$ cat src/rtl/core/assert_macros.svh
// Assertion macros shared by the RTL; define ASSERT_OFF to drop them.
`ifndef ASSERT_MACROS_SVH
`define ASSERT_MACROS_SVH
`ifndef ASSERT_OFF
// Concurrent check on clk_i, idle while rst_ni is low
`define ASSERT_CLK(lbl, prop, msg) \
  lbl: assert property (@(posedge clk_i) disable iff (!rst_ni) (prop)) else $error(msg);
// Implication check: when pre holds, post holds on the same edge
`define ASSERT_IMPL(lbl, pre, post, msg) \
  lbl: assert property (@(posedge clk_i) disable iff (!rst_ni) (pre) |-> (post)) \
    else $error(msg);
`else
`define ASSERT_CLK(lbl, prop, msg)
`define ASSERT_IMPL(lbl, pre, post, msg)
`endif
`endif

$ cat src/rtl/core/csj_pkg.sv
package csj_pkg;

  // Default width of the running reference position
  localparam int unsigned PositionWidthDef = 31;

  // Fixed field widths of the stream items
  localparam int unsigned OpCodeW  = 4;
  localparam int unsigned OpLenW   = 28;
  localparam int unsigned PosOutW  = 31;
  localparam int unsigned InDataW  = 64;
  localparam int unsigned OutDataW = 64;

  // CIGAR op codes
  localparam logic [OpCodeW-1:0] OpMatch    = 4'd0;
  localparam logic [OpCodeW-1:0] OpIns      = 4'd1;
  localparam logic [OpCodeW-1:0] OpDel      = 4'd2;
  localparam logic [OpCodeW-1:0] OpSkip     = 4'd3;
  localparam logic [OpCodeW-1:0] OpSoft     = 4'd4;
  localparam logic [OpCodeW-1:0] OpHard     = 4'd5;
  localparam logic [OpCodeW-1:0] OpPad      = 4'd6;
  localparam logic [OpCodeW-1:0] OpSeqMatch = 4'd7;
  localparam logic [OpCodeW-1:0] OpSeqMism  = 4'd8;

  // Result kinds
  localparam logic KindJunction = 1'b0;
  localparam logic KindReadEnd  = 1'b1;

  // One op as held in the input register
  typedef struct packed {
    logic [OpCodeW-1:0] op_code;
    logic [OpLenW-1:0]  op_length;
    logic               first_op;
    logic               last_op;
    logic [PosOutW-1:0] read_start;
  } op_item_t;

  // Result of one walk step
  typedef struct packed {
    logic               valid;
    logic               result_kind;
    logic [PosOutW-1:0] first_position;
    logic [PosOutW-1:0] second_position;
    logic               end_of_read;
  } walk_res_t;

  // Ops that move along the reference
  function automatic logic consumes_ref(logic [OpCodeW-1:0] code);
    return (code == OpMatch) || (code == OpDel) || (code == OpSkip) ||
           (code == OpSeqMatch) || (code == OpSeqMism);
  endfunction

endpackage

$ cat src/rtl/core/csj_walk.sv
module csj_walk import csj_pkg::*; #(
  parameter int unsigned PositionWidth = PositionWidthDef
) (
  input  logic      clk_i,
  input  logic      rst_ni,
  input  logic      step_i,   // commit this op to the walk state
  input  op_item_t  op_i,
  output walk_res_t res_o
);

  localparam int unsigned SumW = ((PositionWidth > OpLenW) ? PositionWidth : OpLenW) + 1;
  localparam int unsigned ExtW = (PositionWidth > PosOutW) ? PositionWidth : PosOutW;
  localparam logic [SumW-1:0] PosMax = SumW'({PositionWidth{1'b1}});

  logic [PositionWidth-1:0] ref_pos_q, ref_pos_d;
  logic [PositionWidth-1:0] start_pos_q, start_pos_d;
  logic [PositionWidth-1:0] pos_base;
  logic [ExtW-1:0]          start_ext;
  logic [SumW-1:0]          sum;
  logic [ExtW-1:0]          before_ext, after_ext, startp_ext;

  // Load a new read's start, then advance with saturation
  always_comb begin
    start_ext   = ExtW'(op_i.read_start);
    pos_base    = op_i.first_op ? start_ext[PositionWidth-1:0] : ref_pos_q;
    start_pos_d = op_i.first_op ? start_ext[PositionWidth-1:0] : start_pos_q;
    sum         = SumW'(pos_base) + SumW'(op_i.op_length);
    ref_pos_d   = pos_base;
    if (consumes_ref(op_i.op_code)) begin
      ref_pos_d = (sum > PosMax) ? PositionWidth'(PosMax) : sum[PositionWidth-1:0];
    end
  end

  // Result selection: read end wins over a junction
  always_comb begin
    before_ext = ExtW'(pos_base);
    after_ext  = ExtW'(ref_pos_d);
    startp_ext = ExtW'(start_pos_d);
    res_o.second_position = after_ext[PosOutW-1:0];
    if (op_i.last_op) begin
      res_o.valid          = 1'b1;
      res_o.result_kind    = KindReadEnd;
      res_o.first_position = startp_ext[PosOutW-1:0];
      res_o.end_of_read    = 1'b1;
    end else begin
      res_o.valid          = !op_i.first_op && (op_i.op_code == OpSkip);
      res_o.result_kind    = KindJunction;
      res_o.first_position = before_ext[PosOutW-1:0];
      res_o.end_of_read    = 1'b0;
    end
  end

  // Walk state
  always_ff @(posedge clk_i or negedge rst_ni) begin
    if (!rst_ni) begin
      ref_pos_q   <= '0;
      start_pos_q <= '0;
    end else if (step_i) begin
      ref_pos_q   <= ref_pos_d;
      start_pos_q <= start_pos_d;
    end
  end

endmodule

$ cat src/rtl/core/cigar_splice_junction_walker.sv
// Channel | Dir | tdata (low bit up)                        | tuser       | tlast
// s_axis  | in  | op_code, op_length, read_start, zero pad  | first_op    | last_op
// m_axis  | out | first_position, second_position, pad     | result_kind | end_of_read
//
// One op per cycle sustained while m_axis takes the results; an accepted op first sits
// in the input register, then its result, if it gives one, enters the output register.
// The running position is advanced by a single saturating add.
// Reset clears the running and start positions to zero and empties both stages.
// While a result waits on m_axis_tready, ops that give no result still drain;
// an op with a result holds in the input register until the output frees up.
`include "assert_macros.svh"
module cigar_splice_junction_walker import csj_pkg::*; #(
  parameter int unsigned PositionWidth = PositionWidthDef
) (
  input  logic                clk_i,
  input  logic                rst_ni,
  input  logic                s_axis_tvalid,
  output logic                s_axis_tready,
  input  logic [InDataW-1:0]  s_axis_tdata,   // op_code, op_length, read_start
  input  logic                s_axis_tuser,   // first_op
  input  logic                s_axis_tlast,   // last_op
  output logic                m_axis_tvalid,
  input  logic                m_axis_tready,
  output logic [OutDataW-1:0] m_axis_tdata,   // first_position, second_position
  output logic                m_axis_tuser,   // result_kind
  output logic                m_axis_tlast    // end_of_read
);

  logic      in_vld_q;
  op_item_t  in_q, in_d;
  walk_res_t res;
  walk_res_t out_q;
  logic      out_vld_q;
  logic      out_free;
  logic      s1_adv;

  // Unpack the input item
  always_comb begin
    in_d.op_code    = s_axis_tdata[3:0];
    in_d.op_length  = s_axis_tdata[31:4];
    in_d.read_start = s_axis_tdata[62:32];
    in_d.first_op   = s_axis_tuser;
    in_d.last_op    = s_axis_tlast;
  end

  // Stage handshakes
  assign out_free      = !out_vld_q || m_axis_tready;
  assign s1_adv        = in_vld_q && (!res.valid || out_free);
  assign s_axis_tready = !in_vld_q || s1_adv;

  // Input register
  always_ff @(posedge clk_i or negedge rst_ni) begin
    if (!rst_ni) begin
      in_vld_q <= 1'b0;
    end else if (s_axis_tready) begin
      in_vld_q <= s_axis_tvalid;
    end
  end

  always_ff @(posedge clk_i) begin
    if (s_axis_tready && s_axis_tvalid) begin
      in_q <= in_d;
    end
  end

  csj_walk #(
    .PositionWidth(PositionWidth)
  ) u_walk (
    .clk_i (clk_i),
    .rst_ni(rst_ni),
    .step_i(s1_adv),
    .op_i  (in_q),
    .res_o (res)
  );

  // Result register
  always_ff @(posedge clk_i or negedge rst_ni) begin
    if (!rst_ni) begin
      out_vld_q <= 1'b0;
    end else if (out_free) begin
      out_vld_q <= s1_adv && res.valid;
    end
  end

  always_ff @(posedge clk_i) begin
    if (out_free && s1_adv && res.valid) begin
      out_q <= res;
    end
  end

  assign m_axis_tvalid = out_vld_q;
  assign m_axis_tdata  = {2'b00, out_q.second_position, out_q.first_position};
  assign m_axis_tuser  = out_q.result_kind;
  assign m_axis_tlast  = out_q.end_of_read;

  // Checks
  `ASSERT_IMPL(a_kind_eor, m_axis_tvalid, m_axis_tuser == m_axis_tlast, "kind and end flag differ")
  `ASSERT_IMPL(a_busy_holds, !s_axis_tready, in_vld_q && res.valid && !out_free, "stall without cause")
  `ASSERT_CLK(a_held_op_stays, (in_vld_q && !s1_adv) |=> in_vld_q, "held op was lost")

endmodule

$ cat config.mk
export PLATFORM = sky130hd
export DESIGN_NAME = cigar_splice_junction_walker
export DESIGN_NICKNAME = d
export VERILOG_FILES = /design/src/rtl/core/csj_pkg.sv /design/src/rtl/core/csj_walk.sv /design/src/rtl/core/cigar_splice_junction_walker.sv
export VERILOG_INCLUDE_DIRS = /design/src /design/src/rtl/core
export SDC_FILE = /design/constraint.sdc
export NUM_CORES = 1
export LEC_CHECK = 0
export ABC_CLOCK_PERIOD_IN_PS = 4000
export BUFFER_PORTS_ARGS = -buffer_cell sky130_fd_sc_hd__buf_2
export CORE_MARGIN = 10
export CORE_UTILIZATION = 50
export CTS_BUF_LIST = sky130_fd_sc_hd__clkbuf_4 sky130_fd_sc_hd__clkbuf_8
export DETAILED_ROUTE_END_ITERATION = 8
export PLACE_DENSITY = 0.73
export SYNTH_ARGS = -nofsm -noshare
export SYNTH_HDL_FRONTEND = slang
export SYNTH_SLANG_ARGS = --single-unit
$ cat constraint.sdc
create_clock -name clk_i -period 4 [get_ports clk_i]
set_clock_uncertainty 0.05 [all_clocks]
set_input_delay 0 -clock clk_i [delete_from_list [all_inputs] [get_ports clk_i]]
set_output_delay 0 -clock clk_i [all_outputs]
set_load 0.05 [all_outputs]
After elaboration in Yosys (flattened, before gate mapping):

Index checks and enable logic that the tools add are counted.

* input port bits: 70
* word-level logic and storage cells: 43
* register bits: 193

* add/sub/neg operators: 1
* mux-type cells: 6
* eq/ne operators: 4
* reduce and logical (&&, ||, !) cells: 18
* $lt $le $gt $ge: 1

Operator list (count)
* 31-bit two-way mux: 4
* 33-bit two-way mux: 1
* 31-bit by 28-bit adder with 32-bit output: 1
* 32-bit by 31-bit > comparator with 1-bit output (second input constant): 1
* 4-bit by 2-bit == test with 1-bit output (second input constant): 2
* 1-bit logical OR: 7
* 1-bit logical AND: 6
* 4-bit by 3-bit == test with 1-bit output (second input constant): 1
* 4-bit == test (second input constant): 1
* 1-bit logical NOT: 4
* 4-bit logical NOT: 1
* 1-bit two-way mux: 1

Logic depth before layout (Yosys ltp):

Gate-level depths: netlist (run 1).

* word-level depth: 8
* gate-level depth with buffers: 16
* mapped depth without buffers: 12

By module:

A second synthesis (run 1) with hierarchy kept.

* cells, all modules: 777
* area total of the unflattened synthesis: 9621.7 um^2

By module, submodules not included
* csj_walk: times used 1, cells each 635, area an instance 5622.9 um^2
* cigar_splice_junction_walker: times used 1, cells each 142, area an instance 3998.8 um^2

Worst setup path after synthesis (run 1):

No wires, ideal clock.

* path type: register to register
* from: register in_q[32] (netlist name)
* to: register out_q, in the netlist m_axis_tdata[0], enable pin
* setup slack: -390 ps
* period minus slack after synthesis: 4390 ps
* stages on the path, launching flop included: 7
* setup time: 485 ps
* arrival: 3855 ps
* buffers on the path: 2
* cells stage by stage: edfxtp_1 > buf_2 > inv_1 > a41oi_1 > o21ai_0 > clkbuf_1 > nor2_1

* word-level cells in the longest chain between the ends: 8

RTL lines
* start: declaration: line cigar_splice_junction_walker.sv:30 `op_item_t in_q, in_d;`
* start signal: assignment: line cigar_splice_junction_walker.sv:62 `in_q <= in_d;`
* 1-bit logical NOT *: line csj_walk.sv:46 `res_o.valid = !op_i.first_op && (op_i.op_code == OpSkip);`
* 1-bit logical AND *: line csj_walk.sv:46
* 33-bit two-way mux *: line csj_walk.sv:40 `if (op_i.last_op) begin`
* 1-bit logical NOT: line cigar_splice_junction_walker.sv:48 `assign s1_adv = in_vld_q && (!res.valid || out_free);`
* 1-bit logical OR: line cigar_splice_junction_walker.sv:48
* 1-bit logical AND: line cigar_splice_junction_walker.sv:48
* 1-bit logical AND: line cigar_splice_junction_walker.sv:86 `if (out_free && s1_adv && res.valid) begin`
* 1-bit logical AND *: line cigar_splice_junction_walker.sv:86
* end signal: assignment: line cigar_splice_junction_walker.sv:87 `out_q <= res;`
* end: declaration: line cigar_splice_junction_walker.sv:32 `walk_res_t out_q;`

Mark *: on every way between the ends. The rest lies on a longest branch, timed or not.
A chain may end at the register's enable or synchronous reset.

==> impl_metrics.toml, run 1 <==
[setup_path]
cp_slowest_cell = "and2_4"
worstSetupPathType = "reg -> reg"
cp.buffers_inverters = 3
crit_family = "compound AO/OA/AOI/OAI gates"
reg2reg_slack_ns = 0.24
worstPathMaxFanout = 53
crit_start = "in_q[32]"
crit_arrival_ns = 4.09
critPathMaxStageDelay_ns = 0.43
crit_required_ns = 4.32
r2r_cells = 14
regToRegEndpoint = "u_walk.ref_pos_q[14]"
crit_end = "u_walk.ref_pos_q[14]"
reg2reg_from = "in_q[32]"
crit_chain = "buf_4 > buf_12 > nand2_1 > a21boi_0 > inv_1 > ha_1 > a21oi_1 > o21bai_1 > a21o_1 > a21o_1 > nand2_1 > and2_4 > a31oi_4 > mux2_1"
start_kind = "register"
worst-path-stages = 14
end_kind = "register"

[grt]
grt_pass1_vias = 6954
track_usage_pct = 19.3
grt_max_degree = 54
grt_remaining_overflow = 0
grt_pass1_wl_mm = 37.4
antenna_found_initial = 0

[yosys]
synth_cells = 775
synth_ff_type = "edfxtp_1"
synth_edf_count = 128
ys_ff_latch = 192
async_flop_share_pct = 33.3
yosysSeqAreaShare_pct = 57.2
synth_cell_types = 67
syn_area_per_cell_um2 = 12.3
syn_area_um2 = 9520
yosysWarnings = 0

[timing]
fin_hold_ws_ns = 0.0654
worstMarginPinSlew_ns = 0.782
slew_violations = 0
maxSlewHeadroom_pct = 47.9
hold_viol = 0
finalCriticalPeriod_ns = 3.76
grt_setup_unrepaired = "no"
fmax_mhz = 266
tns_ns = 0
setup_viol = 0
period_share_pct = 94.1

[final_layout]
layout_commonest_cell = "buf_2"
layout-drive-gt1-share_pct = 27.3
fin_cells = 1227
n_antenna_cell = 0
syn_to_final_growth_pct = 22.9
final_cell_mix = "buf_2 (134), edfxtp_1 (128), o21ai_0 (72), dlygate4sd3_1 (69), nand2_1 (65)"
nets = 1079

[floorplan]
initial_core_util_pct = 50.9
core_um2 = 18700
die_w_um = 158
rows = 50
pin_count = 138
die-area_um2 = 25000
die_h_um = 158

[place]
place.gp.congestion = 0.909
portBuffers = 134
dp_hpwl_mm = 15.9
numPlacedInstances = 1124

[drt]
vias = 6791
firstDrtPassIters = 7
drtIter0Drc = 450
viasPerCell = 5.53
postRouteAntennaNets = 0
totalWireLength_mm = 23.8
drc_errors = 0
routedWlPerCell_um = 19.4

[worst_hold_path]
hold_path_class = "in -> async"

[clocking]
cts-root-buf = "clkbuf_8"
cts.clk_slew.worst_paths_ns = 0.10
clock_latency_ns = 0.49
cts_buffer_depth = 2
cts_tree = "built"
cts.sinks = 192
cts_buffers = 17
cts_max_level = 4

[pwr]
p_per_area_nw_per_um2 = 518
irDropWorstVdd_mv = 0.316
p_leak_nw = 4.91
total_power_mw = 6.07

[status]
status = "finished, final reports clean"

[flow_run]
cap_viol_max_count = 0
==> Yosys cell counts (12+ instances only) <==
cell type  number  area (um^2)
o21ai_0        74          370
inv_1          40          150
nor2_1         42          158
mux2i_1        34          340
nand2_1        65          244
dfrtp_1        64         1600
a21oi_1        28          140
xnor2_1        16          140
ha_1           28          350
nand3_1        13         65.1
mux2_2         52          586
edfxtp_1      128         3840
clkbuf_1       25         93.8
o22a_1         13          114
a21o_1         12         90.1
==> area by class of cell <==
cell class | instances | area (um^2)
clock buffers | 18 | 248
clock inverters | 14 | 241
fillers | 1438 | 7000
inverters | 41 | 154
multi-input cells | 504 | 3760
flip-flops and latches | 192 | 5450
well taps | 234 | 293
repair buffers | 224 | 1560
==> kinds of logic after synthesis <==
| family | Yosys count | share of synthesized area [%] |
|---|---|---|
| flip-flops | 192 | 57.2 |
| AO/OA/AOI/OAI | 209 | 16.0 |
| buffers and inverters | 80 | 3.57 |
| other | 1 | 0.0394 |
| multiplexers | 89 | 10.1 |
| adder cells (fa/ha/maj) | 29 | 3.89 |
| XOR/XNOR | 23 | 2.12 |
| AND/OR/NAND/NOR | 152 | 7.12 |
==> report_power, final <==
part | internal, mW | switching [mW] | leakage (nW)
clock | 0.784 | 0.747 | 0.245
sequential | 2.46 | 0.166 | 1.97
combinational | 0.774 | 1.13 | 2.69
total | 4.02 | 2.04 | 4.91
==> registers in the layout, summed over array words and instances, names as in the netlist <==
name,flops
in_q,65
in_vld_q,1
m_axis_tdata,62
m_axis_tuser,1
m_axis_tvalid,1
u_walk.ref_pos_q,31
u_walk.start_pos_q,31
==> worst register-to-register path, delay by kind of cell, from the launching register on <==
family / cells / cell delay [ns]
buffers and inverters: 3 / 0.44
AOI/OAI and AO/OA: 6 / 1.23
muxes: 1 / 0.34
adders and majority gates: 1 / 0.36
and+or+nand+nor: 3 / 0.86
DFF: 1 / 0.40
==> metrics by stage <==
step / instance area [um^2] / utilization, % / setup WS [ns]
2_1_floorplan: 9530 / - / 0.491
3_3_place_gp: 10500 / 56.1 / 0.366
3_5_place_dp: 10500 / 56.1 / 0.286
4_1_cts: 11700 / 62.4 / 0.199
5_1_grt: 11700 / 62.6 / 0.00547
6_report: 11700 / 62.6 / 0.236
==> routing by layer <==
layer	routed length, um	track usage [%]	vias up
met5	0	0	-
met4	280	5.87	0
met3	1370	4.48	23
met2	11700	32.3	175
met1	10400	24.4	3306
li1	-	-	3287
==> what timing repair did <==
action                     in CTS  in global routing
setup buffers                   0                  2
resized for setup               0                  3
hold endpoints to repair       98                  0
setup endpoints to repair       0                 23
hold buffers                   69                  0
==> worst min-delay path by stage <==
| stage | from | end | slack, ns | depth (start not counted) |
|---|---|---|---|---|
| after floorplan | rst_ni | in_vld_q | -0.35 | 0 |
| after global placement | rst_ni | u_walk.start_pos_q[6] | 0.06 | 1 |
| after detailed placement | rst_ni | u_walk.start_pos_q[6] | 0.07 | 1 |
| after CTS | rst_ni | u_walk.start_pos_q[6] | 0.09 | 2 |
| after global routing | rst_ni | u_walk.start_pos_q[6] | 0.14 | 2 |
| final | rst_ni | u_walk.start_pos_q[7] | 0.07 | 2 |
Power figures use the tool's default switching activity.
==> run 2: changes to the inputs <==
- CORE_ASPECT_RATIO: not set -> 1.2
==> impl_metrics.toml, run 2 (synthesis results as in run 1) <==
[status]
status = "finished, final reports clean"

[clocking]
cts_max_level = 4
cts-root-buf = "clkbuf_8"
clock_latency_ns = 0.47
cts.clk_slew.worst_paths_ns = 0.10
cts_tree = "built"
cts.sinks = 192
cts_buffers = 17
cts_buffer_depth = 2

[drt]
postRouteAntennaNets = 0
routedWlPerCell_um = 18.4
totalWireLength_mm = 23.0
vias = 6809
drc_errors = 0
drtIter0Drc = 616
firstDrtPassIters = 5
viasPerCell = 5.45

[floorplan]
pin_count = 138
die-area_um2 = 25000
die_h_um = 171
die_w_um = 146
core_um2 = 18800
rows = 55
initial_core_util_pct = 50.7

[place]
portBuffers = 134
numPlacedInstances = 1144
dp_hpwl_mm = 15.8
place.gp.congestion = 0.951
placed_cell_area_um2 = 10500
place_ws_ns = 0.174

[final_layout]
layout_commonest_cell = "buf_2"
fin_area_um2 = 11600
fin_cells = 1249
final_cell_mix = "buf_2 (134), edfxtp_1 (128), o21ai_0 (72), dlygate4sd3_1 (69), nand2_1 (65)"
max_flop_register = "in_q"
n_antenna_cell = 0
fillers = 1473
largest_reg_flops = 65
syn_to_final_growth_pct = 22.3
nets = 1079
layout-drive-gt1-share_pct = 27.2

[setup_path]
cp_slowest_cell = "edfxtp_1"
crit_chain = "buf_4 > buf_4 > nand2_1 > a21boi_0 > inv_1 > ha_1 > a21oi_1 > o21ai_0 > a211oi_1 > o21bai_1 > nor3_1 > xnor2_1 > a2bb2oi_2 > mux2_2"
critPathMaxStageDelay_ns = 0.51
reg2reg_slack_ns = 0.13
crit_end = "u_walk.ref_pos_q[21]"
reg2reg_from = "in_q[32]"
start_kind = "register"
r2r_cells = 14
worstPathMaxFanout = 27
crit_arrival_ns = 4.18
end_kind = "register"
worstSetupPathType = "reg -> reg"
crit_top_cell = "buf_4"
regToRegEndpoint = "u_walk.ref_pos_q[21]"
crit_required_ns = 4.30
crit_start = "in_q[32]"

[pwr]
p_leak_nw = 4.86
p_per_area_nw_per_um2 = 497
irDropWorstVdd_mv = 0.276

[grt]
grt_pass1_vias = 6990
track_usage_pct = 18.5
grt_remaining_overflow = 0
antenna_found_initial = 0
grt_max_degree = 43
grt_pass1_wl_mm = 36.8

[timing]
grt_setup_unrepaired = "yes"
fmax_mhz = 258
period_share_pct = 96.8
fin_hold_ws_ns = 0.125
tns_ns = 0
worstMarginPinSlew_ns = 1.19
slew_violations = 0
finalCriticalPeriod_ns = 3.87
maxSlewHeadroom_pct = 21.0
hold_viol = 0
setup_viol = 0
setup_ws_ns = 0.127

[flow_run]
cap_viol_max_count = 0

[worst_hold_path]
hold_path_class = "in -> async"
run 2: changes by cell type in the layout (fill, tap and decap cells not counted), sizes merged:
cell | previous run | this run
clkbuf | 18 | 19
clkinv | 3 | 6
bufinv | 5 | 2
buf | 155 | 154
dlymetal6s2s | 0 | 1
clkinvlp | 0 | 2
inv | 47 | 44
run 2: repair_timing:
item                                    4_1_cts  5_1_grt
buffers inserted                              0        4
hold buffers                                 69        0
hold endpoints to repair                     99        0
gates resized for setup                       0        5
endpoints found under the setup margin        0       23
run 2: report_power, final:
group / internal, mW / switching (mW) / total (mW)
Combinational: 0.776 / 1.12 / 1.90
Clock: 0.570 / 0.695 / 1.27
Sequential: 2.46 / 0.163 / 2.63
run 2: layer usage:
layer  share of wire (%)  track usage [%]  routed length [um]  up-vias
met5                   0                0                   0        -
met2                  51             31.8               11700      189
met4                 1.7             6.82                 394        0
met3                 4.7             3.78                1090       24
li1                    -                -                   -     3281
met1                  43             22.5                9780     3315
run 2: cell type report:
type                            instances  area, um^2  share of cell area, %
Clock buffer                           19         249                   2.14
Timing Repair Buffer                  224        1570                   13.4
Sequential cell                       192        5450                   46.8
Multi-Input combinational cell        504        3770                   32.4
Tap cell                              256         320                   2.75
Inverter                               41         154                   1.32
Clock inverter                         13         136                   1.17
run 2: worst min-delay path by stage:
stage | from | end | slack [ns]
finish | rst_ni | u_walk.start_pos_q[6] | 0.12
global route | s_axis_tdata[47] | in_q[15] | 0.16
floorplan | rst_ni | in_vld_q | -0.35
global placement | rst_ni | u_walk.start_pos_q[6] | 0.09
CTS | rst_ni | u_walk.start_pos_q[6] | 0.12
detailed placement | rst_ni | u_walk.start_pos_q[6] | 0.09
run 2: worst max-delay path, delay by kind of cell (launching register included):
family          cells  cell delay [ns]
fa+ha+maj           1             0.37
xor+xnor            1             0.14
compound gates      6             1.34
simple gates        2             0.54
buf+inv             3             0.48
flops               1             0.51
mux                 1             0.30
run 2: through the flow:
step	utilization (%)	total power [mW]
2_1_floorplan	-	4.04
3_3_place_gp	55.8	4.43
3_5_place_dp	55.8	4.47
4_1_cts	61.6	5.79
5_1_grt	62.0	6.12
6_report	62.0	5.79
==> run 3: changes to the inputs <==
- ABC_AREA: not set -> 1
==> impl_metrics.toml, run 3 <==
[status]
status = "finished, final reports clean"

[yosys]
async_flop_share_pct = 33.3
yosysSeqAreaShare_pct = 53.0
syn_area_um2 = 10300
syn_area_per_cell_um2 = 8.42
synth_edf_count = 128
synth.top_cells.by_count = "nand2_1 (471), inv_1 (162), edfxtp_1 (128)"
synth_cells = 1220
synth_cell_types = 40
synth.area.top_cells = "edfxtp_1 (37%), nand2_1 (17%), dfrtp_1 (16%)"
synth_top_area_share_pct = 37.4
ys_ff_latch = 192
yosysWarnings = 0
synth.most_common_cell = "nand2_1"
synth_top_area_cell = "edfxtp_1"
synth_ff_type = "edfxtp_1"

[final_layout]
fin_util_pct = 60.4
max_flop_register = "in_q"
nets = 1512
seq_area_um2 = 5450
fin_cells = 1691
final_cell_mix = "nand2_1 (471), inv_1 (161), buf_2 (134), edfxtp_1 (128), o21ai_0 (83)"
layout_commonest_cell = "nand2_1"
n_antenna_cell = 0
fillers = 1781
layout-drive-gt1-share_pct = 16.3
largest_reg_flops = 65
fin_area_um2 = 12200
multi_input_area_um2 = 3960
syn_to_final_growth_pct = 19.2

[grt]
grt_max_degree = 64
grt_pass1_wl_mm = 42.3
track_usage_pct = 19.8
grt_remaining_overflow = 0
antenna_found_initial = 0
grt_pass1_vias = 8599

[setup_path]
critPathMaxStageDelay_ns = 0.51
cp_slowest_cell = "inv_2"
crit_required_ns = 4.15
crit_top_cell = "nand2_2"
crit_arrival_ns = 3.40
cp.buffers_inverters = 3
worstPathMaxFanout = 56
reg2reg_from = "in_q[32]"
crit_chain = "inv_2 > nand2_1 > nand2_1 > ha_1 > nand2_2 > inv_1 > a21oi_1 > nand2_2 > nand2_2 > nand2_2 > nand2_2 > nand3_2 > nor2_4 > buf_12 > a21boi_0"
crit_start = "in_q[32]"
worstSetupPathType = "reg -> reg"
end_kind = "register"
crit_family = "simple AND/OR/NAND/NOR gates"
start_kind = "register"

[timing]
slew_violations = 0
setup_viol = 0
fmax_mhz = 308
finalCriticalPeriod_ns = 3.25
grt_setup_unrepaired = "no"
hold_viol = 0
tns_ns = 0
setup_ws_ns = 0.754
maxSlewHeadroom_pct = 41.4
worstMarginPinSlew_ns = 0.879
period_share_pct = 81.2

[pwr]
clockPowerShare_pct = 23.5
intPower_mw = 3.58
p_per_area_nw_per_um2 = 455
power.net_switching_mw = 1.98
comb_power_share_pct = 31.5
seqPwrFrac_pct = 45.0
irDropWorstVdd_mv = 0.239
p_leak_nw = 5.96
switching_share_pct = 35.6

[drt]
viasPerCell = 5.01
postRouteAntennaNets = 0
drtIter0Drc = 543
firstDrtPassIters = 5
totalWireLength_mm = 25.9
routedWlPerCell_um = 15.3
drc_errors = 0
vias = 8469

[floorplan]
core_um2 = 20300
initial_core_util_pct = 50.7
die_h_um = 177
rows = 57
die-area_um2 = 26700
die_w_um = 151
pin_count = 138

[worst_hold_path]
hold_path_class = "in -> async"

[clocking]
cts-root-buf = "clkbuf_8"
cts_buffer_depth = 2
ctsResizeCount = 0
cts_buffers = 17
cts_max_level = 4
clock_latency_ns = 0.47
cts_tree = "built"
cts.sinks = 192
cts.clk_slew.worst_paths_ns = 0.09

[place]
dp_hpwl_mm = 18.1
portBuffers = 134
numPlacedInstances = 1591
place.gp.congestion = 0.890
placed_cell_area_um2 = 11100
place_ws_ns = 0.818

[flow_run]
cap_viol_max_count = 0
==> run 3: layer usage <==
| metal | wire (um) | share of wire [%] | track usage, % |
|---|---|---|---|
| met5 | 0 | 0 | 0 |
| met4 | 510 | 2.0 | 6.91 |
| met3 | 1230 | 4.8 | 3.71 |
| met2 | 13300 | 51 | 34.8 |
| met1 | 10800 | 42 | 23.6 |
==> run 3: final timing paths <==
check                                         end  slack (ns)  depth (start not counted)
hold reg to reg              u_walk.ref_pos_q[24]        0.44                          2
setup / recovery                 m_axis_tdata[57]        0.75                         15
min in group clk_i                       in_q[23]        0.18                          2
max in group asynchronous  u_walk.start_pos_q[21]        2.76                          3
hold / removal                           in_vld_q        0.12                          2
setup reg to reg                 m_axis_tdata[57]        0.75                         15
==> run 3: kinds of logic (layout without fill, tap and decap cells) <==
family,after synthesis,in the layout,share of synthesized area [%]
and+or+nand+nor,626,626,25.5
adders and majority gates,29,29,3.61
AOI/OAI and AO/OA,147,147,7.98
DFF,192,192,53.0
other,1,2,0.0365
xor gates and xnor gates,15,15,1.28
buffers and inverters,210,415,8.55
==> run 3: timing repair <==
action,CTS,global route
hold buffers,68,0
hold endpoints to repair,99,0
setup buffers,0,0
==> run 3: power by group through the flow <==
stage | registers [mW] | logic (mW) | clock network (mW)
floorplan | 2.74 | 1.08 | 0
global placement | 2.54 | 1.66 | 0
detailed placement | 2.55 | 1.69 | 0
CTS | 2.51 | 1.76 | 1.34
global route | 2.53 | 1.97 | 1.42
finish | 2.51 | 1.75 | 1.31
==> run 3: worst reg2reg max path: stages, from the launching register on <==
cell and delay, ns:
edfxtp_1 0.43, inv_2 0.51, nand2_1 0.13, nand2_1 0.13, ha_1 0.28, nand2_2 0.13
inv_1 0.05, a21oi_1 0.17, nand2_2 0.14, nand2_2 0.09, nand2_2 0.08, nand2_2 0.08
nand3_2 0.10, nor2_4 0.12, buf_12 0.29, a21boi_0 0.20
==> run 3: metrics by stage <==
step | hold WS, ns | total power [mW]
4_1_cts | 0.125 | 5.60
2_1_floorplan | -0.346 | 3.82
5_1_grt | 0.142 | 5.92
6_report | 0.123 | 5.57
3_5_place_dp | 0.0958 | 4.24
3_3_place_gp | 0.0957 | 4.20
==> run 3: cell type report <==
cell class	count	share of cell area, %
clock inverter	10	1.01
inverter	170	5.21
timing repair buffer	213	11.9
clock buffer	22	2.32
sequential	192	44.5
tap	265	2.71
multi-input combinational	819	32.3
